## src/design/cpf_pkg.sv

```systemverilog
`default_nettype none
// ----------------------------------------------------------------------------
// cpf_pkg: shared types and constants of the carrot path follower
// Holds the coordinate type, configuration and command/status bundles, and
// the register map used between the configuration port, controller and
// datapath.
// ----------------------------------------------------------------------------
package cpf_pkg;

  localparam int unsigned MAX_POINTS = 1024;
  localparam int unsigned ADDR_W     = $clog2(MAX_POINTS);

  // Search window around the previous closest waypoint.
  localparam logic [10:0] SEARCH_BACK  = 11'd3;
  localparam logic [10:0] SEARCH_AHEAD = 11'd3;

  // Iteration counts of the shared square root and divide units.
  localparam logic [4:0] SQ_LAST  = 5'd16;  // 17 steps for a 34-bit radicand
  localparam logic [4:0] DIV_LAST = 5'd29;  // 30 steps for a 30-bit dividend

  // Register indexes (byte address = 4 * index).
  localparam logic [2:0] REG_LAYER_LEN  = 3'd0;
  localparam logic [2:0] REG_LAYER_CNT  = 3'd1;
  localparam logic [2:0] REG_LOOKAHEAD  = 3'd2;
  localparam logic [2:0] REG_MAX_JUMP   = 3'd3;
  localparam logic [2:0] REG_START_RAD  = 3'd4;
  localparam logic [2:0] REG_FINISH_RAD = 3'd5;

  localparam logic [1:0] AXIS_X = 2'd0;
  localparam logic [1:0] AXIS_Y = 2'd1;
  localparam logic [1:0] AXIS_Z = 2'd2;

  typedef struct packed {
    logic signed [15:0] x;
    logic signed [15:0] y;
    logic signed [15:0] z;
  } vec_t;

  typedef struct packed {
    logic [10:0] layer_length;
    logic [9:0]  layer_count;
    logic [11:0] lookahead;
    logic [11:0] max_jump;
    logic [11:0] start_rad;
    logic [11:0] finish_rad;
  } cfg_t;

  // Waypoint store address selection.
  typedef enum logic [1:0] {
    ASEL_FIRST = 2'd0,
    ASEL_IDX   = 2'd1,
    ASEL_NEXT  = 2'd2,
    ASEL_LAST  = 2'd3
  } asel_e;

  // Operand pair of the squared distance unit.
  typedef enum logic [1:0] {
    DSEL_P1_POS   = 2'd0,
    DSEL_P1_P2    = 2'd1,
    DSEL_CAR_LCAR = 2'd2,
    DSEL_LPT_POS  = 2'd3
  } dsel_e;

  typedef struct packed {
    logic        wr_pt;
    logic        start;
    logic        rd_en;
    asel_e       asel;
    logic        ld_p1;
    logic        ld_p2;
    logic        ld_lpt;
    logic        d_step;
    dsel_e       dsel;
    logic [1:0]  axis;
    logic        best_upd;
    logic        walk_init;
    logic        walk_next;
    logic        lc_clr;
    logic        sq_init;
    logic        sq_step;
    logic        div_init;
    logic        div_step;
    logic        div_fin;
    logic        car_p1;
    logic        car_lpt;
    logic        car_lcar;
    logic        car_zero;
    logic        lcar_p1;
    logic        lcar_set;
    logic        out_ld;
    logic        out_appr;
    logic        out_done;
    logic        out_all;
    logic [9:0]  layer;
  } cmd_t;

  typedef struct packed {
    logic win_more;
    logic walk_more;
    logic seg_ge;
    logic seg_zero;
    logic end_near;
    logic lt_start;
    logic gt_jump;
    logic lt_finish;
    logic out_busy;
  } sts_t;

  function automatic logic signed [15:0] axis_of(vec_t v, logic [1:0] a);
    logic signed [15:0] r;
    case (a)
      AXIS_X:  r = v.x;
      AXIS_Y:  r = v.y;
      default: r = v.z;
    endcase
    return r;
  endfunction

endpackage
`default_nettype wire

```

## src/design/cpf_cfg.sv

```systemverilog
`default_nettype none
// ----------------------------------------------------------------------------
// cpf_cfg: configuration register file
// APB-style slave holding the six follower settings.
// ----------------------------------------------------------------------------
module cpf_cfg import cpf_pkg::*; (
  input  wire logic        clk_i,
  input  wire logic        rst_ni,
  input  wire logic        psel,
  input  wire logic        penable,
  input  wire logic        pwrite,
  input  wire logic [4:0]  paddr,
  input  wire logic [31:0] pwdata,
  output logic [31:0]      prdata,
  output logic             pready,
  output cfg_t             cfg_o
);

  cfg_t       cfg_q;
  logic       wr_en;
  logic [2:0] idx;

  assign pready = 1'b1;
  assign idx    = paddr[4:2];
  assign wr_en  = psel && penable && pwrite;
  assign cfg_o  = cfg_q;

  always_ff @(posedge clk_i or negedge rst_ni) begin
    if (!rst_ni) begin
      cfg_q.layer_length <= 11'd64;
      cfg_q.layer_count  <= 10'd1;
      cfg_q.lookahead    <= 12'd125;
      cfg_q.max_jump     <= 12'd225;
      cfg_q.start_rad    <= 12'd200;
      cfg_q.finish_rad   <= 12'd50;
    end else if (wr_en) begin
      case (idx)
        REG_LAYER_LEN:  cfg_q.layer_length <= pwdata[10:0];
        REG_LAYER_CNT:  cfg_q.layer_count  <= pwdata[9:0];
        REG_LOOKAHEAD:  cfg_q.lookahead    <= pwdata[11:0];
        REG_MAX_JUMP:   cfg_q.max_jump     <= pwdata[11:0];
        REG_START_RAD:  cfg_q.start_rad    <= pwdata[11:0];
        REG_FINISH_RAD: cfg_q.finish_rad   <= pwdata[11:0];
        default: ;
      endcase
    end
  end

  always_comb begin
    case (idx)
      REG_LAYER_LEN:  prdata = {21'd0, cfg_q.layer_length};
      REG_LAYER_CNT:  prdata = {22'd0, cfg_q.layer_count};
      REG_LOOKAHEAD:  prdata = {20'd0, cfg_q.lookahead};
      REG_MAX_JUMP:   prdata = {20'd0, cfg_q.max_jump};
      REG_START_RAD:  prdata = {20'd0, cfg_q.start_rad};
      REG_FINISH_RAD: prdata = {20'd0, cfg_q.finish_rad};
      default:        prdata = 32'd0;
    endcase
  end

endmodule
`default_nettype wire

```

## config.mk

```make
export PLATFORM = sky130hd
export DESIGN_NAME = cpf_cfg
export DESIGN_NICKNAME = d
export VERILOG_FILES = /design/src/design/cpf_pkg.sv /design/src/design/cpf_cfg.sv
export SDC_FILE = /design/constraint.sdc
export NUM_CORES = 1
export LEC_CHECK = 0
export BUFFER_PORTS_ARGS = -buffer_cell sky130_fd_sc_hd__buf_4
export CELL_PAD_IN_SITES_DETAIL_PLACEMENT = 0
export CELL_PAD_IN_SITES_GLOBAL_PLACEMENT = 1
export CORE_MARGIN = 4
export CORE_UTILIZATION = 40
export DETAILED_ROUTE_END_ITERATION = 6
export PLACE_DENSITY = 0.84
export SYNTH_ARGS = -nofsm -noshare
export SYNTH_HDL_FRONTEND = slang
export SYNTH_SLANG_ARGS = --single-unit
```

## constraint.sdc

```tcl
create_clock -name clk_i -period 2 [get_ports clk_i]
set_input_delay 0.2 -clock clk_i [delete_from_list [all_inputs] [get_ports clk_i]]
set_output_delay 0.2 -clock clk_i [all_outputs]
set_load 0.02 [all_outputs]
```

# After elaboration in Yosys (flattened, before gate mapping)
# Cells that the tools add are included.
[word_totals]
out_inout_bits = 102
word_cells = 21
inputBits = 42
ff_bits = 69
[classes]
n_eq_ne = 5
n_reduce_logical = 9
n_mux = 1
[ops]
columns = ["cell", "n"]
rows = [
  ["case mux 12 bit (6 select lines)", 1],
  ["AND reduction 2 bit", 6],
  ["== test 3 x 2 -> 1 bit (second input constant)", 2],
  ["== test 3 bit (second input constant)", 2],
  ["== test 3 x 1 -> 1 bit (second input constant)", 1],
  ["zero test 3 bit", 1],
  ["logical AND 1 bit", 2],
]

# Depth between registers and ports, before layout
# Gate-level depths: netlist of the first run.
[depth]
ltp_word = 3
mapped_depth = 5
mapped_depth_nobuf = 3

# Worst setup path after synthesis of the first run
# Ideal clock, no wire load.
[synth_timing]
path_type = "input to output"
start = "input port paddr[3]"
end = "output port prdata[6]"
stages = 5
slack_ps = 513
n_path_buf = 2
required_time_ps = 1800
t_arrival_ps = 1287
path_cell_list = "buf_2 > buf_2 > nor2_1 > a22oi_1 > o21ai_0"
[synth_via]
elab_chain_len = 2
word_cells_on_any_way = 7
classes_between = "eq/ne (5); mux (1); reduce/logical (1)"
[synth_rtl]
columns = ["item", "line_no", "text"]
rows = [
  ["start: declaration", "cpf_cfg.sv:12", "input wire logic [4:0] paddr,"],
  ["== test 3 bit, or another cell as far along", "cpf_cfg.sv:50", "case (idx)"],
  ["case mux 12 bit (6 select lines) (*)", "cpf_cfg.sv:50", ""],
  ["end: declaration", "cpf_cfg.sv:14", "output logic [31:0] prdata,"],
]
# Every way passes the cells marked *; elsewhere a longest branch is shown, timed or not.

# Final worst setup path of the first run
[layout_timing]
start = "input port paddr[2]"
end = "output port prdata[0]"
# Same word-level chain as after synthesis.

==> metrics.md, run 1 <==
| Metric | Value |
|---|---|
| Status | `finished, violations left` |
| Crit path top cell by count | `buf_4` |
| Crit-path cells | `buf_4 -> buf_4 -> nand2b_1 -> o32a_1 -> o21ai_0 -> buf_4` |
| CTS-repair resized insts | `0` |
| FF-to-FF End | `cfg_o[62]$_DFFE_PN0P_` |
| Hold Violations, Final | `24` |
| P per Cell Area | `1050 mW/mm2` |
| CP peak stage delay | `0.32 ns` |
| Clock Skews | `0 ns` |
| Share of layout cells above drive strength 1 | `60.8%` |
| Unrepaired setup endpoints after global routing | `false` |
| Postcts setup bufs | `0` |
| Die area | `0.0101 mm2` |
| # IOs | `144` |
| WHS | `-0.0439 ns` |
| Vias per cell | `5.06` |
| Worst Setup Start Kind | `input port` |
| Slew Limit Fails | `0` |
| Vias in the first global route | `2,440` |
| Max Buffers Root-to-Sink | `2` |
| DRT Pass-1 Iters | `4` |
| Sequential area share after synthesis | `50.9%` |
| Final Cycle Share | `87.5%` |
| Initial core utilization | `41.4%` |
| Hold WC Path Type | `input port to async pin` |
| Die Ht | `101 um` |
| R2R depth | `1` |
| Gp weighted congestion | `0.798` |
| Max-cap violations | `0` |
| Iter 0 DRT Violations | `83` |
| Layout Nets | `404` |
| Flops & latches, synth | `69` |
| Clk Latency, worst-skew pair | `0.34 ns` |
| R2R Setup Slk | `1.18 ns` |
| FMAX | `571 MHz` |
| # hold bufs at CTS | `0` |
| H-tree Lvls | `3` |
| Netlist cell types | `34` |
| EDFF count, synth | `0` |
| IO Port Bufs | `100` |
| R2R Path Start | `cfg_o[62]$_DFFE_PN0P_` |
| Root Driver | `clkbuf_8` |
| CTS sink count | `69` |
| Die Span X | `101 um` |
| Core box area | `0.00830 mm2` |
| Worst-margin pin slew | `0.869 ns` |
| CTS tree | `yes` |
| Critical Path Fanout Max | `20` |
| Antenna cells | `0` |
| # fillers | `711` |
| Routed wire length | `8820 um` |
| Largest net degree at the start of global routing | `70` |
| Initial antenna violation count | `0` |
| Commonest non-fill, non-tap cell in the layout | `buf_4` |
| CTS clk-pin slew, worst paths | `0.07 ns` |
| Kind of end point of the critical path | `output port` |
| Syn avg cell area | `13.6 um2` |
| DP Wirelength | `6280 um` |
| Slew margin rel. | `42.1%` |
| Max reg flops | `69` |
| DR WL/cell | `18.7 um` |
| Slowest cell on the critical path | `buf_4` |
| Yosys warnings | `0` |
| Drt drc | `0` |
| TritonCTS buffer count | `9` |
| Crit Path Class | `input port to output port` |
| Synth async-reset ratio | `100%` |
| All-Layer GR Usage | `18.0%` |
| Vias | `2,386` |
| Total power | `4.70 mW` |
| Worst VDD drop | `0.000463 V` |
| Grt ovf | `0` |
| Worst Path Arrival | `1.55 ns` |
| Area of the mapped netlist | `0.00344 mm2` |
| Area Growth Syn to Fin | `30.2%` |
| Failing checks | `negative hold slack` |
| CP required | `1.80 ns` |
| Leak Pwr | `2.20 nW` |
| Global-route wire length before repair | `13,800 um` |
| Mapped Cells | `253` |
| Num rows | `33` |
| Top FF cell, synth | `dfrtp_1` |
| Fin crit period | `1.75 ns` |
| Commonest cells after routing, fill and taps aside | `buf_4, mux2_2, dfrtp_1` |
| # setup viols final | `0` |
| Antenna Violating Nets Remaining | `0` |
| Setup TNS | `0 ns` |
==> through the flow <==
| step | hold WS [ns] | utilization (%) | setup WS (ns) | std cells | area [um2] |
|---|---|---|---|---|---|
| 2_1_floorplan | -0.0956 | - | 0.513 | 272 | 3510 |
| 3_3_place_gp | 0.368 | 51.5 | 0.275 | 456 | 4270 |
| 3_5_place_dp | 0.375 | 51.5 | 0.250 | 456 | 4270 |
| 4_1_cts | 0.00675 | 53.9 | 0.256 | 472 | 4480 |
| 5_1_grt | 0.0323 | 53.9 | 0.149 | 472 | 4480 |
| 6_report | -0.0439 | 53.9 | 0.250 | 472 | 4480 |
==> report_power, final <==
group | switching, mW | internal (mW)
logic | 0.785 | 0.735
clock network | 0.522 | 0.697
registers | 0.235 | 1.72
==> kinds of logic (layout without fill, tap and decap cells) <==
group                  after synthesis  in the layout  share of synthesized area (%)
multiplexers                        96             96                           31.8
flip-flops                          69             69                           50.9
buffers and inverters               35            130                           6.88
AND/OR/NAND/NOR                     29             29                           5.46
AO/OA/AOI/OAI                       22             22                           4.84
other                                2             21                          0.218
==> synthesized netlist by cell type, types with 2 or more instances <==
master,count,area (um2)
a21oi_1,2,10.0
o21a_1,2,15.0
buf_2,6,30.0
buf_4,26,195
nor3b_1,2,15.0
nand3b_1,2,15.0
nor2_1,5,18.8
dfstp_2,18,473
dfrtp_1,51,1280
conb_1,2,7.51
nand2_1,6,22.5
nand2b_1,3,18.8
mux2_2,65,732
mux2i_1,21,210
o21ai_0,2,10.0
or3_1,3,18.8
a22oi_1,3,22.5
o221ai_1,6,52.6
mux2_4,10,150
nor2b_1,2,12.5
o211ai_1,3,22.5
==> critical path: cells and delay by family <==
kind	cells	cell delay [ns]
buf+inv	3	0.71
compound gates	2	0.42
simple gates	1	0.20
==> worst max path at each step <==
stage | start | endpoint | slack [ns] | depth (start not counted)
after floorplan | paddr[3] | prdata[6] | 0.51 | 5
after global placement | paddr[2] | cfg_o[54]$_DFFE_PN0P_ | 0.27 | 5
after detailed placement | paddr[2] | cfg_o[55]$_DFFE_PN0P_ | 0.25 | 5
after CTS | paddr[2] | prdata[0] | 0.26 | 6
after global routing | paddr[2] | prdata[0] | 0.15 | 6
final | paddr[2] | prdata[0] | 0.25 | 6
==> layout make-up <==
type	instances	area (um2)	share of cell area, %
Sequential cell	69	1750	39.1
Clock buffer	11	131	2.93
Timing Repair Buffer	113	861	19.2
Tap cell	105	131	2.93
Inverter	1	3.75	0.0838
Clock inverter	5	75.1	1.68
Multi-Input combinational cell	168	1530	34.1
==> metal layers <==
layer  vias up  global-route usage (%)  share of wire [%]
met3         5                    4.91                6.1
met1      1215                    24.2                 45
met2        74                    28.6                 48
li1       1092                       -                  -
met5         -                       0                  0
met4         0                    4.97               0.71
Power figures use the tool's default switching activity.
==> inputs of run 2 (changes only) <==
--- a/config.mk
+++ b/config.mk
@@ -11,7 +11,7 @@
 export CORE_MARGIN = 4
 export CORE_UTILIZATION = 40
 export DETAILED_ROUTE_END_ITERATION = 6
-export PLACE_DENSITY = 0.84
+export PLACE_DENSITY_LB_ADDON = 0.1
 export SYNTH_ARGS = -nofsm -noshare
 export SYNTH_HDL_FRONTEND = slang
 export SYNTH_SLANG_ARGS = --single-unit
==> metrics.md, run 2 (synthesis results as in run 1) <==
| Metric | Value |
|---|---|
| Total power | `4.56 mW (-3.0%)` |
| DP Wirelength | `6200 um (-1.2%)` |
| Worst Hold Launch | `pwdata[10]` |
| Num rows | `33 (unchanged)` |
| Die Span X | `101 um (unchanged)` |
| Crit Path Class | `register to output port` |
| Die area | `0.0101 mm2 (unchanged)` |
| Crit-path cells | `mux2i_1 -> a211o_1 -> o21ai_0 -> buf_4` |
| R2R depth | `1 (unchanged)` |
| All-Layer GR Usage | `17.4% (-0.56 points)` |
| Initial antenna violation count | `0 (unchanged)` |
| Kind of cell adding the most delay to the critical path | `flip-flops` |
| CP peak stage delay | `0.54 ns (+0.22 ns)` |
| DRT Pass-1 Iters | `4 (unchanged)` |
| Non-Filler Instances | `475 (+0.64%)` |
| Antenna Violating Nets Remaining | `0 (unchanged)` |
| Kind of end point of the critical path | `output port` |
| Drt drc | `0 (unchanged)` |
| Worst Setup Start Kind | `register` |
| Antenna cells | `0 (unchanged)` |
| Grt ovf | `0 (unchanged)` |
| Final instance area | `0.00449 mm2 (+0.22%)` |
| Slew Limit Fails | `0 (unchanged)` |
| Worst VDD drop | `0.000517 V (+12%)` |
| Status | `completed` |
| Fin crit period | `1.77 ns (+0.0245 ns)` |
| Setup TNS | `0 ns (unchanged)` |
| Clock Skews | `0 ns (unchanged)` |
| Vias | `2,348 (-1.6%)` |
| P per Cell Area | `1020 mW/mm2 (-3.2%)` |
| Vias in the first global route | `2,377 (-2.6%)` |
| Stages on worst setup path | `4 (-2)` |
| CTS-repair resized insts | `0 (unchanged)` |
| Largest net degree at the start of global routing | `70 (unchanged)` |
| Max-cap violations | `0 (unchanged)` |
| Slowest cell on the critical path | `dfstp_2` |
| Iter 0 DRT Violations | `54 (-35%)` |
| Unrepaired setup endpoints after global routing | `false` |
| Routed wire length | `8740 um (-0.93%)` |
| CP required | `1.80 ns (about the same)` |
| Initial core utilization | `41.4% (unchanged)` |
| Layout Nets | `407 (+0.74%)` |
| Commonest cells after routing, fill and taps aside | `buf_4, mux2_2, dfrtp_1` |
| Core box area | `0.00830 mm2 (unchanged)` |
| IO Port Bufs | `100 (unchanged)` |
| Commonest non-fill, non-tap cell in the layout | `buf_4` |
| Worst Path Arrival | `1.57 ns (+0.02 ns)` |
| Vias per cell | `4.94 (-2.2%)` |
| DR WL/cell | `18.4 um (-1.6%)` |
| Placed Cells | `458 (+0.44%)` |
| Die Ht | `101 um (unchanged)` |
| Hold WC Path Type | `input port to register` |
| R2R Path Start | `cfg_o[47]$_DFFE_PN0P_` |
| Gp weighted congestion | `0.723 (-9.5%)` |
| Global-route wire length before repair | `13,400 um (-3.1%)` |
| Buffers and inverters on the worst path | `1 (-2)` |
| Leak Pwr | `2.20 nW (+0.18%)` |
| Root Driver | `clkbuf_8` |
| # hold bufs at CTS | `1 (+1)` |
| H-tree Lvls | `3 (unchanged)` |
| Hold Violations, Final | `0 (-100%)` |
| TritonCTS buffer count | `9 (unchanged)` |
| Share of layout cells above drive strength 1 | `60.8% (about the same)` |
| Worst Hold Depth | `2` |
| FMAX | `564 MHz (-1.4%)` |
| Postcts setup bufs | `0 (unchanged)` |
| Area Growth Syn to Fin | `30.4%` |
| Worst Setup SP | `cfg_o[18]$_DFFE_PN1P_` |
| CTS clk-pin slew, worst paths | `0.07 ns (about the same)` |
| Max Buffers Root-to-Sink | `2 (unchanged)` |
| DP Area | `0.00429 mm2 (+0.35%)` |
| Clk Latency, worst-skew pair | `0.33 ns (about the same)` |
| # IOs | `144 (unchanged)` |
| Final Cycle Share | `88.7% (+1.2 points)` |
| CTS sink count | `69 (unchanged)` |
| CTS tree | `yes` |
| Max reg flops | `69 (unchanged)` |
| # setup viols final | `0 (unchanged)` |
| Critical Path Fanout Max | `3 (-85%)` |
| Final core occ | `54.1% (+0.12 points)` |
==> run 2: changes by cell type in the layout (fill, tap and decap cells not counted), sizes merged <==
cell | previous run | this run
dlygate4sd3 | 0 | 1
clkbuf | 11 | 15
clkinv | 3 | 1
bufinv | 2 | 0
buf | 113 | 115
==> run 2: layer usage <==
layer / vias up / routed length [um] / track usage, %
met5: - / 0 / 0
met4: 0 / 110 / 5.28
li1: 1107 / - / -
met1: 1157 / 4040 / 24.6
met2: 72 / 4150 / 26.8
met3: 12 / 439 / 3.94
==> run 2: final timing paths <==
path	end	slack (ns)
hold / removal	cfg_o[68]$_DFFE_PN0P_	0.13
hold reg to reg	cfg_o[58]$_DFFE_PN0P_	0.53
max in group asynchronous	cfg_o[48]$_DFFE_PN1P_	1.25
min in group asynchronous	cfg_o[46]$_DFFE_PN0P_	0.39
setup / recovery	prdata[6]	0.23
setup reg to reg	cfg_o[47]$_DFFE_PN0P_	1.20
==> run 2: cell type report <==
class,instances,area [um2]
flip-flops and latches,69,1750
clock inverters,1,5.00
well taps,105,131
repair buffers,116,886
inverters,1,3.75
clock buffers,15,186
fillers,751,3810
multi-input cells,168,1530
==> run 2: stage by stage <==
| stage | hold slack, ns | worst slack (ns) |
|---|---|---|
| floorplan | -0.0956 | 0.513 |
| global placement | 0.239 | 0.306 |
| detailed placement | 0.241 | 0.301 |
| CTS | 0.116 | 0.236 |
| global route | 0.114 | 0.179 |
| finish | 0.131 | 0.226 |
==> run 2: power breakdown <==
group | switching, mW | total, mW | internal, mW
Clock | 0.501 | 1.09 | 0.586
Sequential | 0.226 | 1.95 | 1.72
Combinational | 0.782 | 1.52 | 0.740
Total | 1.51 | 4.56 | 3.05
