===== config.mk =====
export PLATFORM = sky130hd
export DESIGN_NAME = cpf_ctrl
export DESIGN_NICKNAME = d
export VERILOG_FILES = /design/src/design/cpf_pkg.sv /design/src/design/cpf_ctrl.sv
export SDC_FILE = /design/constraint.sdc
export NUM_CORES = 1
export LEC_CHECK = 0
export ABC_AREA = 1
export BUFFER_PORTS_ARGS = -buffer_cell sky130_fd_sc_hd__buf_2
export CAP_MARGIN = 20
export CORE_MARGIN = 2
export CORE_UTILIZATION = 55
export DETAILED_ROUTE_END_ITERATION = 10
export HOLD_SLACK_MARGIN = 0.05
export PLACE_DENSITY = 0.88
export SETUP_SLACK_MARGIN = 0.05
export SLEW_MARGIN = 20
export SYNTH_ARGS = -nofsm -noshare
export SYNTH_HDL_FRONTEND = slang
export SYNTH_SLANG_ARGS = --single-unit
export TNS_END_PERCENT = 10

===== constraint.sdc =====
create_clock -name clk_i -period 5.9 [get_ports clk_i]
set_input_delay 1.18 -clock clk_i [delete_from_list [all_inputs] [get_ports clk_i]]
set_output_delay 1.18 -clock clk_i [all_outputs]
set_load 0.01 [all_outputs]

===== src/design/cpf_pkg.sv =====
`default_nettype none
// ----------------------------------------------------------------------------
// cpf_pkg: shared types and constants of the carrot path follower
// Holds the coordinate type, configuration and command/status bundles, and
// the register map used between the configuration port, controller and
// datapath.
// ----------------------------------------------------------------------------
package cpf_pkg;

  localparam int unsigned MAX_POINTS = 1024;
  localparam int unsigned ADDR_W     = $clog2(MAX_POINTS);

  // Search window around the previous closest waypoint.
  localparam logic [10:0] SEARCH_BACK  = 11'd3;
  localparam logic [10:0] SEARCH_AHEAD = 11'd3;

  // Iteration counts of the shared square root and divide units.
  localparam logic [4:0] SQ_LAST  = 5'd16;  // 17 steps for a 34-bit radicand
  localparam logic [4:0] DIV_LAST = 5'd29;  // 30 steps for a 30-bit dividend

  // Register indexes (byte address = 4 * index).
  localparam logic [2:0] REG_LAYER_LEN  = 3'd0;
  localparam logic [2:0] REG_LAYER_CNT  = 3'd1;
  localparam logic [2:0] REG_LOOKAHEAD  = 3'd2;
  localparam logic [2:0] REG_MAX_JUMP   = 3'd3;
  localparam logic [2:0] REG_START_RAD  = 3'd4;
  localparam logic [2:0] REG_FINISH_RAD = 3'd5;

  localparam logic [1:0] AXIS_X = 2'd0;
  localparam logic [1:0] AXIS_Y = 2'd1;
  localparam logic [1:0] AXIS_Z = 2'd2;

  typedef struct packed {
    logic signed [15:0] x;
    logic signed [15:0] y;
    logic signed [15:0] z;
  } vec_t;

  typedef struct packed {
    logic [10:0] layer_length;
    logic [9:0]  layer_count;
    logic [11:0] lookahead;
    logic [11:0] max_jump;
    logic [11:0] start_rad;
    logic [11:0] finish_rad;
  } cfg_t;

  // Waypoint store address selection.
  typedef enum logic [1:0] {
    ASEL_FIRST = 2'd0,
    ASEL_IDX   = 2'd1,
    ASEL_NEXT  = 2'd2,
    ASEL_LAST  = 2'd3
  } asel_e;

  // Operand pair of the squared distance unit.
  typedef enum logic [1:0] {
    DSEL_P1_POS   = 2'd0,
    DSEL_P1_P2    = 2'd1,
    DSEL_CAR_LCAR = 2'd2,
    DSEL_LPT_POS  = 2'd3
  } dsel_e;

  typedef struct packed {
    logic        wr_pt;
    logic        start;
    logic        rd_en;
    asel_e       asel;
    logic        ld_p1;
    logic        ld_p2;
    logic        ld_lpt;
    logic        d_step;
    dsel_e       dsel;
    logic [1:0]  axis;
    logic        best_upd;
    logic        walk_init;
    logic        walk_next;
    logic        lc_clr;
    logic        sq_init;
    logic        sq_step;
    logic        div_init;
    logic        div_step;
    logic        div_fin;
    logic        car_p1;
    logic        car_lpt;
    logic        car_lcar;
    logic        car_zero;
    logic        lcar_p1;
    logic        lcar_set;
    logic        out_ld;
    logic        out_appr;
    logic        out_done;
    logic        out_all;
    logic [9:0]  layer;
  } cmd_t;

  typedef struct packed {
    logic win_more;
    logic walk_more;
    logic seg_ge;
    logic seg_zero;
    logic end_near;
    logic lt_start;
    logic gt_jump;
    logic lt_finish;
    logic out_busy;
  } sts_t;

  function automatic logic signed [15:0] axis_of(vec_t v, logic [1:0] a);
    logic signed [15:0] r;
    case (a)
      AXIS_X:  r = v.x;
      AXIS_Y:  r = v.y;
      default: r = v.z;
    endcase
    return r;
  endfunction

endpackage
`default_nettype wire


===== src/design/cpf_ctrl.sv =====
`default_nettype none
// ----------------------------------------------------------------------------
// cpf_ctrl: follower sequencer
// Steps the datapath through approach, window search, arc walk, carrot
// interpolation, jump limit and finish test, and holds the layer state.
// ----------------------------------------------------------------------------
module cpf_ctrl import cpf_pkg::*; (
  input  wire logic clk_i,
  input  wire logic rst_ni,
  input  wire logic in_valid_i,
  input  wire logic op_i,
  output logic      in_stall_o,
  input  cfg_t      cfg_i,
  input  sts_t      sts_i,
  output cmd_t      cmd_o
);

  typedef enum logic [27:0] {
    S_IDLE  = 28'd1 << 0,
    S_CHK   = 28'd1 << 1,
    S_AP_W  = 28'd1 << 2,
    S_AP_D  = 28'd1 << 3,
    S_AP_C  = 28'd1 << 4,
    S_WIN   = 28'd1 << 5,
    S_WIN_W = 28'd1 << 6,
    S_WIN_D = 28'd1 << 7,
    S_WIN_C = 28'd1 << 8,
    S_WLK0  = 28'd1 << 9,
    S_WLK   = 28'd1 << 10,
    S_SEG_A = 28'd1 << 11,
    S_SEG_B = 28'd1 << 12,
    S_SEG_D = 28'd1 << 13,
    S_SQI   = 28'd1 << 14,
    S_SQ    = 28'd1 << 15,
    S_SEG_C = 28'd1 << 16,
    S_LRP   = 28'd1 << 17,
    S_DIV   = 28'd1 << 18,
    S_DFN   = 28'd1 << 19,
    S_LAST  = 28'd1 << 20,
    S_LST_W = 28'd1 << 21,
    S_JMP   = 28'd1 << 22,
    S_JMP_C = 28'd1 << 23,
    S_END   = 28'd1 << 24,
    S_FIN_D = 28'd1 << 25,
    S_FIN_C = 28'd1 << 26,
    S_OUT   = 28'd1 << 27
  } state_e;

  state_e     state_q, state_d;
  logic [1:0] ax_q, ax_d;
  logic [4:0] cnt_q, cnt_d;
  logic [9:0] cur_q, cur_d;
  logic       fpr_q, fpr_d;
  logic       cv_q, cv_d;
  logic       es_q, es_d;
  logic       placed_q, placed_d;
  logic       appr_q, appr_d;
  logic       done_q, done_d;
  logic       all_done;
  logic       ax_last;

  assign all_done   = cur_q >= cfg_i.layer_count;
  assign ax_last    = ax_q == AXIS_Z;
  assign in_stall_o = state_q != S_IDLE;

  always_ff @(posedge clk_i or negedge rst_ni) begin
    if (!rst_ni) begin
      state_q  <= S_IDLE;
      ax_q     <= AXIS_X;
      cnt_q    <= 5'd0;
      cur_q    <= 10'd0;
      fpr_q    <= 1'b0;
      cv_q     <= 1'b0;
      es_q     <= 1'b0;
      placed_q <= 1'b0;
      appr_q   <= 1'b0;
      done_q   <= 1'b0;
    end else begin
      state_q  <= state_d;
      ax_q     <= ax_d;
      cnt_q    <= cnt_d;
      cur_q    <= cur_d;
      fpr_q    <= fpr_d;
      cv_q     <= cv_d;
      es_q     <= es_d;
      placed_q <= placed_d;
      appr_q   <= appr_d;
      done_q   <= done_d;
    end
  end

  always_comb begin
    state_d  = state_q;
    ax_d     = ax_q;
    cnt_d    = cnt_q;
    cur_d    = cur_q;
    fpr_d    = fpr_q;
    cv_d     = cv_q;
    es_d     = es_q;
    placed_d = placed_q;
    appr_d   = appr_q;
    done_d   = done_q;
    cmd_o          = '0;
    cmd_o.asel     = ASEL_IDX;
    cmd_o.dsel     = DSEL_P1_POS;
    cmd_o.axis     = ax_q;
    cmd_o.layer    = cur_q;
    cmd_o.out_appr = appr_q;
    cmd_o.out_done = done_q;
    cmd_o.out_all  = all_done;

    case (state_q)
      S_IDLE: begin
        if (in_valid_i) begin
          if (!op_i) begin
            cmd_o.wr_pt = 1'b1;
          end else begin
            cmd_o.start = 1'b1;
            appr_d      = 1'b0;
            done_d      = 1'b0;
            placed_d    = 1'b0;
            state_d     = S_CHK;
          end
        end
      end
      S_CHK: begin
        if (all_done) begin
          cmd_o.car_zero = 1'b1;
          state_d        = S_OUT;
        end else if (!fpr_q) begin
          cmd_o.rd_en = 1'b1;
          cmd_o.asel  = ASEL_FIRST;
          state_d     = S_AP_W;
        end else begin
          state_d = S_WIN;
        end
      end
      S_AP_W: begin
        cmd_o.ld_p1 = 1'b1;
        state_d     = S_AP_D;
      end
      S_AP_D: begin
        cmd_o.d_step = 1'b1;
        cmd_o.dsel   = DSEL_P1_POS;
        ax_d         = ax_last ? AXIS_X : ax_q + 2'd1;
        if (ax_last) state_d = S_AP_C;
      end
      S_AP_C: begin
        if (sts_i.lt_start) fpr_d = 1'b1;
        cmd_o.car_p1 = 1'b1;
        cmd_o.lc_clr = 1'b1;
        if (!cv_q) begin
          cmd_o.lcar_p1 = 1'b1;
          cv_d          = 1'b1;
        end
        appr_d  = 1'b1;
        state_d = S_OUT;
      end
      S_WIN: begin
        if (sts_i.win_more) begin
          cmd_o.rd_en = 1'b1;
          state_d     = S_WIN_W;
        end else begin
          state_d = S_WLK0;
        end
      end
      S_WIN_W: begin
        cmd_o.ld_p1 = 1'b1;
        state_d     = S_WIN_D;
      end
      S_WIN_D: begin
        cmd_o.d_step = 1'b1;
        cmd_o.dsel   = DSEL_P1_POS;
        ax_d         = ax_last ? AXIS_X : ax_q + 2'd1;
        if (ax_last) state_d = S_WIN_C;
      end
      S_WIN_C: begin
        cmd_o.best_upd = 1'b1;
        state_d        = S_WIN;
      end
      S_WLK0: begin
        cmd_o.walk_init = 1'b1;
        state_d         = S_WLK;
      end
      S_WLK: begin
        if (sts_i.walk_more) begin
          cmd_o.rd_en = 1'b1;
          state_d     = S_SEG_A;
        end else begin
          state_d = S_LAST;
        end
      end
      S_SEG_A: begin
        cmd_o.ld_p1 = 1'b1;
        cmd_o.rd_en = 1'b1;
        cmd_o.asel  = ASEL_NEXT;
        state_d     = S_SEG_B;
      end
      S_SEG_B: begin
        cmd_o.ld_p2 = 1'b1;
        state_d     = S_SEG_D;
      end
      S_SEG_D: begin
        cmd_o.d_step = 1'b1;
        cmd_o.dsel   = DSEL_P1_P2;
        ax_d         = ax_last ? AXIS_X : ax_q + 2'd1;
        if (ax_last) state_d = S_SQI;
      end
      S_SQI: begin
        cmd_o.sq_init = 1'b1;
        cnt_d         = 5'd0;
        state_d       = S_SQ;
      end
      S_SQ: begin
        cmd_o.sq_step = 1'b1;
        cnt_d         = cnt_q + 5'd1;
        if (cnt_q == SQ_LAST) state_d = S_SEG_C;
      end
      S_SEG_C: begin
        if (sts_i.seg_ge) begin
          placed_d = 1'b1;
          if (sts_i.seg_zero) begin
            cmd_o.car_p1 = 1'b1;
            state_d      = S_LAST;
          end else begin
            ax_d    = AXIS_X;
            state_d = S_LRP;
          end
        end else begin
          cmd_o.walk_next = 1'b1;
          state_d         = S_WLK;
        end
      end
      S_LRP: begin
        cmd_o.div_init = 1'b1;
        cnt_d          = 5'd0;
        state_d        = S_DIV;
      end
      S_DIV: begin
        cmd_o.div_step = 1'b1;
        cnt_d          = cnt_q + 5'd1;
        if (cnt_q == DIV_LAST) state_d = S_DFN;
      end
      S_DFN: begin
        cmd_o.div_fin = 1'b1;
        if (ax_last) begin
          ax_d    = AXIS_X;
          state_d = S_LAST;
        end else begin
          ax_d    = ax_q + 2'd1;
          state_d = S_LRP;
        end
      end
      S_LAST: begin
        cmd_o.rd_en = 1'b1;
        cmd_o.asel  = ASEL_LAST;
        state_d     = S_LST_W;
      end
      S_LST_W: begin
        cmd_o.ld_lpt = 1'b1;
        if (!placed_q) cmd_o.car_lpt = 1'b1;
        state_d = S_JMP;
      end
      S_JMP: begin
        if (!cv_q) begin
          cv_d    = 1'b1;
          state_d = S_END;
        end else begin
          cmd_o.d_step = 1'b1;
          cmd_o.dsel   = DSEL_CAR_LCAR;
          ax_d         = ax_last ? AXIS_X : ax_q + 2'd1;
          if (ax_last) state_d = S_JMP_C;
        end
      end
      S_JMP_C: begin
        if (sts_i.gt_jump) cmd_o.car_lcar = 1'b1;
        state_d = S_END;
      end
      S_END: begin
        cmd_o.lcar_set = 1'b1;
        if (sts_i.end_near) es_d = 1'b1;
        state_d = S_FIN_D;
      end
      S_FIN_D: begin
        cmd_o.d_step = 1'b1;
        cmd_o.dsel   = DSEL_LPT_POS;
        ax_d         = ax_last ? AXIS_X : ax_q + 2'd1;
        if (ax_last) state_d = S_FIN_C;
      end
      S_FIN_C: begin
        if (es_q && sts_i.lt_finish) begin
          done_d = 1'b1;
          cur_d  = cur_q + 10'd1;
          fpr_d  = 1'b0;
          es_d   = 1'b0;
          cv_d   = 1'b0;
        end
        state_d = S_OUT;
      end
      S_OUT: begin
        if (!sts_i.out_busy) begin
          cmd_o.out_ld = 1'b1;
          state_d      = S_IDLE;
        end
      end
      default: state_d = S_IDLE;
    endcase
  end

endmodule
`default_nettype wire


Word level (Yosys, flattened, before mapping)
Cells that the tools add are included.
Widths: inputs -> output; s select.
- word-level logic and storage cells: 165
- input bits: 82
- register bits: 51
- output and inout port bits: 43
- add/sub/neg operators: 3
- reduce and logical (&&, ||, !) cells: 26
- muxes and demuxes: 77
- equality and inequality tests: 48
- order comparisons: 1
- operators with widths (kind ; number):
    $pmux 28 s27 ; 1
    $mux 28 ; 12
    $mux 21 ; 4
    $mux 1 ; 37
    $ne 2x2->1 const B ; 15
    $eq 28x1->1 const B ; 1
    $eq 28x10->1 const B ; 1
    $eq 28x11->1 const B ; 1
    $eq 28x12->1 const B ; 1
    $eq 28x13->1 const B ; 1
    $eq 28x14->1 const B ; 1
    $eq 28x15->1 const B ; 1
    $eq 28x16->1 const B ; 1
    $eq 28x17->1 const B ; 1
    $eq 28x18->1 const B ; 1
    $eq 28x19->1 const B ; 1
    $eq 28x2->1 const B ; 1
    $eq 28x20->1 const B ; 1
    $eq 28x21->1 const B ; 1
    $eq 28x22->1 const B ; 1
    $eq 28x23->1 const B ; 1
    $eq 28x24->1 const B ; 1
    $eq 28x25->1 const B ; 1
    $eq 28x26->1 const B ; 1
    36 further kinds ; 67

Logic depth before layout (Yosys ltp)
- word-level depth: 4
- depth in mapped cells: 15
- mapped depth without buffers: 14

Worst setup path before layout
OpenSTA, ideal clock, no wires.
- path type: input-to-output
- start point: in cfg_i[57] (netlist name)
- end point: out cmd_o[37] (netlist name)
- path slack: 2.372 ns
- data required time: 4.720 ns
- stages on the path: 8
- data arrival time: 2.348 ns
- buffers on the path: 0
- path through: inv_1 > ha_1 > nand4_1 > nor3_1 > o21ai_0 > o2111ai_1 > nor2_1 > o21ai_0
- RTL lines (item ; line ; source):
    start, declared ; cpf_ctrl.sv:13 ; input cfg_t cfg_i,
    end, declared ; cpf_ctrl.sv:15 ; output cmd_t cmd_o

==> impl_metrics.toml <==
[synth]
synth_edf_count = 0
ys_seq_area_share_pct = 32.96
synthMuxAreaShare_pct = 0
ys_types = 37
synth_top_family_by_area = "simple AND/OR/NAND/NOR gates"
synth-async-reset-ratio_pct = 100.0
synth-seq-cells = 51
synth_fa_ha_area_share_pct = 4.519
ys_top_cells_by_area = "dfrtp_1 32%, nand2_1 15%, nor2_1 10%, inv_1 8.3%, ha_1 4.5%"
synth_warnings = 0
synthFlopType = "dfrtp_1"
synth_compound_area_share_pct = 6.294
syn_avg_cell_area_um2 = 6.777
synth-xor-area-share_pct = 2.260
yosys.area_share.simple_pct = 43.45
synth_top_cell_by_area = "dfrtp_1"
synth_nets = 668
syn_area_um2 = 3876
syn_inst = 572
yosys.area.top_type_share_pct = 32.28

[timing]
fin_crit_sh_pct = 69.55
fin_skew_ns = 0.006532
worst_slack_ns = 1.797
max_slew.worst_pin.slew_ns = 0.6622
rsz0062_at_grt = "false"
relSlewSlack_pct = 55.85
hold_viol = 0
fin_setup_tns_ns = 0
fmax_mhz = 243.7
maxSlewViolCount = 0
finalSetupViolations = 0
fin_crit_ns = 4.103

[placed_design]
dp_hpwl_um = 7857
routabilityCongestion = 0.9255
io_buffers = 65
pre_cts_slack_ns = 1.858

[detailed_routing]
wl_um = 9975
via_per_inst = 5.214
vias = 3832
wl_met3_um = 689
wl_per_cell_um = 13.57
drt_pass1_iterations = 5
ant_nets = 0
route.met2.wl_um = 4783
dr.first_iter.drc_count = 339
highest_layer = "met4"
drc = 0
met1_length_um = 4302

[global_route]
track_usage_pct = 26.86
gr-total-overflow = 0
grt_pass1_wl_um = 16180
grt_max_degree = 52
grt_pass1_vias = 3597
antenna_found_initial = 0

[die]
core-area_um2 = 6794
ios = 125
dieArea_um2 = 7735
num_rows = 30
chipHeight_um = 87.95
initial_core_util_pct = 57.05
die_x_um = 87.95

[pwr]
pwr-share-seq_pct = 38.7
pwr-share-comb_pct = 37.5
p_switching_uw = 396.6
power.density_nw_per_um2 = 220.7
max-vdd-ir-drop_uv = 114.2
intPower_uw = 567.9
switching_share_pct = 41.12
p_leak_nw = 2.573
power_frac_clock_pct = 23.8

[finish]
final_common_cell = "nand2_1"
antenna_cells = 0
drive_gt1_share_pct = 19.56
area_delta_synth_final_pct = 12.75
final_cell_mix = "153 x nand2_1, 108 x nor2_1, 86 x inv_1, 65 x buf_2, 50 x dfrtp_1"
final_nets = 734

[worst_setup_path]
start_kind = "primary input"
worst_r2r_path_depth = 14
worstPathArrival_ns = 2.92
cp.required_ns = 4.72
r2r_setup_slack_ns = 3.45
critical_path.max_fanout = 4
crit_type = "primary input to output pin"
end_kind = "output pin"

[outcome]
outcome = "finished, final reports clean"

[clock_tree]
hold_buffers = 0
worstSkewPairLatency_ns = 0.31
clk_pin_slew_worst_paths_ns = 0.09
clock_path_buffers = 2
cts_setup_buffers = 0
cts_max_level = 2
cts_resized = 0
cts_made_buffers = 5
cts_sinks = 51
clock-root-buffer = "clkbuf_8"
tritoncts = "done"

[worst_hold_path]
hold_path_class = "flop to flop"
hold_depth = 2

[job]
cap_violations = 0
metal layers:
metal / track usage [%] / up-vias
met3: 4.430 / 24
li1: - / 1898
met5: 0 / -
met2: 46.42 / 147
met4: 7.832 / 0
met1: 34.66 / 1763
synthesized netlist by cell type (2+ instances only):
master,count
a21oi_1,10
a22o_1,2
buf_4,5
dfrtp_1,50
ha_1,14
inv_1,86
inv_2,5
nand2_1,153
nand2_2,7
nand2_4,8
nand3_1,32
nand4_1,7
nor2_1,108
nor2_2,16
nor2_4,6
nor2_8,4
nor3_1,9
o2111ai_1,3
o21ai_0,21
xnor2_1,3
xor2_1,7
kinds of logic after synthesis:
group / after synthesis
adder cells (fa/ha/maj): 14
AND/OR/NAND/NOR: 356
AO/OA/AOI/OAI: 42
buffers and inverters: 99
XOR/XNOR: 10
flip-flops: 51
per-stage QoR:
step / area [um2] / hold WS (ns) / util [%] / instances / power, mW
after floorplan: 3876 / 0.4428 / - / 572 / 0.6491
after global placement: 4267 / 0.4564 / 62.80 / 727 / 0.7300
after detailed placement: 4267 / 0.4694 / 62.80 / 727 / 0.7377
after CTS: 4370 / 0.4935 / 64.33 / 735 / 0.9643
after global routing: 4370 / 0.5238 / 64.33 / 735 / 1.023
final: 4370 / 0.4934 / 64.33 / 735 / 0.9645
power groups by stage:
stage / sequential, mW / clock (mW) / combinational [mW]
2_1_floorplan: 0.379 / 0 / 0.271
3_3_place_gp: 0.379 / 0 / 0.351
6_report: 0.373 / 0.229 / 0.362
3_5_place_dp: 0.380 / 0 / 0.357
4_1_cts: 0.373 / 0.232 / 0.359
5_1_grt: 0.374 / 0.247 / 0.402
worst max-delay path, stage by stage:
cell       delay, ns
buf_2           0.07
inv_1           0.03
ha_1            0.31
nand4_1         0.15
nor3_1          0.15
o21ai_0         0.15
o2111ai_1       0.25
nor2_1          0.16
o21ai_0         0.27
buf_2           0.19
final cells by class:
cell class / instances / area (um2)
fillers: 613 / 2424
clock inverters: 1 / 7.507
clock buffers: 7 / 96.34
repair buffers: 66 / 332.8
inverters: 92 / 345.3
well taps: 96 / 120.1
multi-input cells: 422 / 2191
flip-flops and latches: 51 / 1277
flip-flops by register name, summed over array words and instances, names as in the netlist:
register	cells
state_q	28
cur_q	10
cnt_q	5
ax_q	2
appr_q	1
cv_q	1
done_q	1
es_q	1
fpr_q	1
placed_q	1
worst paths after layout:
path                                         startpoint                 endpoint
worst min-delay path                 done_q$_DFFE_PN0P_       done_q$_DFFE_PN0P_
worst max-delay path                          cfg_i[57]                cmd_o[37]
worst max register to register  state_q[21]$_DFFE_PN0P_   state_q[4]$_DFFE_PN0P_
min in group asynchronous                        rst_ni   state_q[6]$_DFFE_PN0P_
max in group asynchronous                        rst_ni  state_q[18]$_DFFE_PN0P_
worst min register to register       done_q$_DFFE_PN0P_       done_q$_DFFE_PN0P_
No activity file was read; power rests on OpenSTA's default activity.
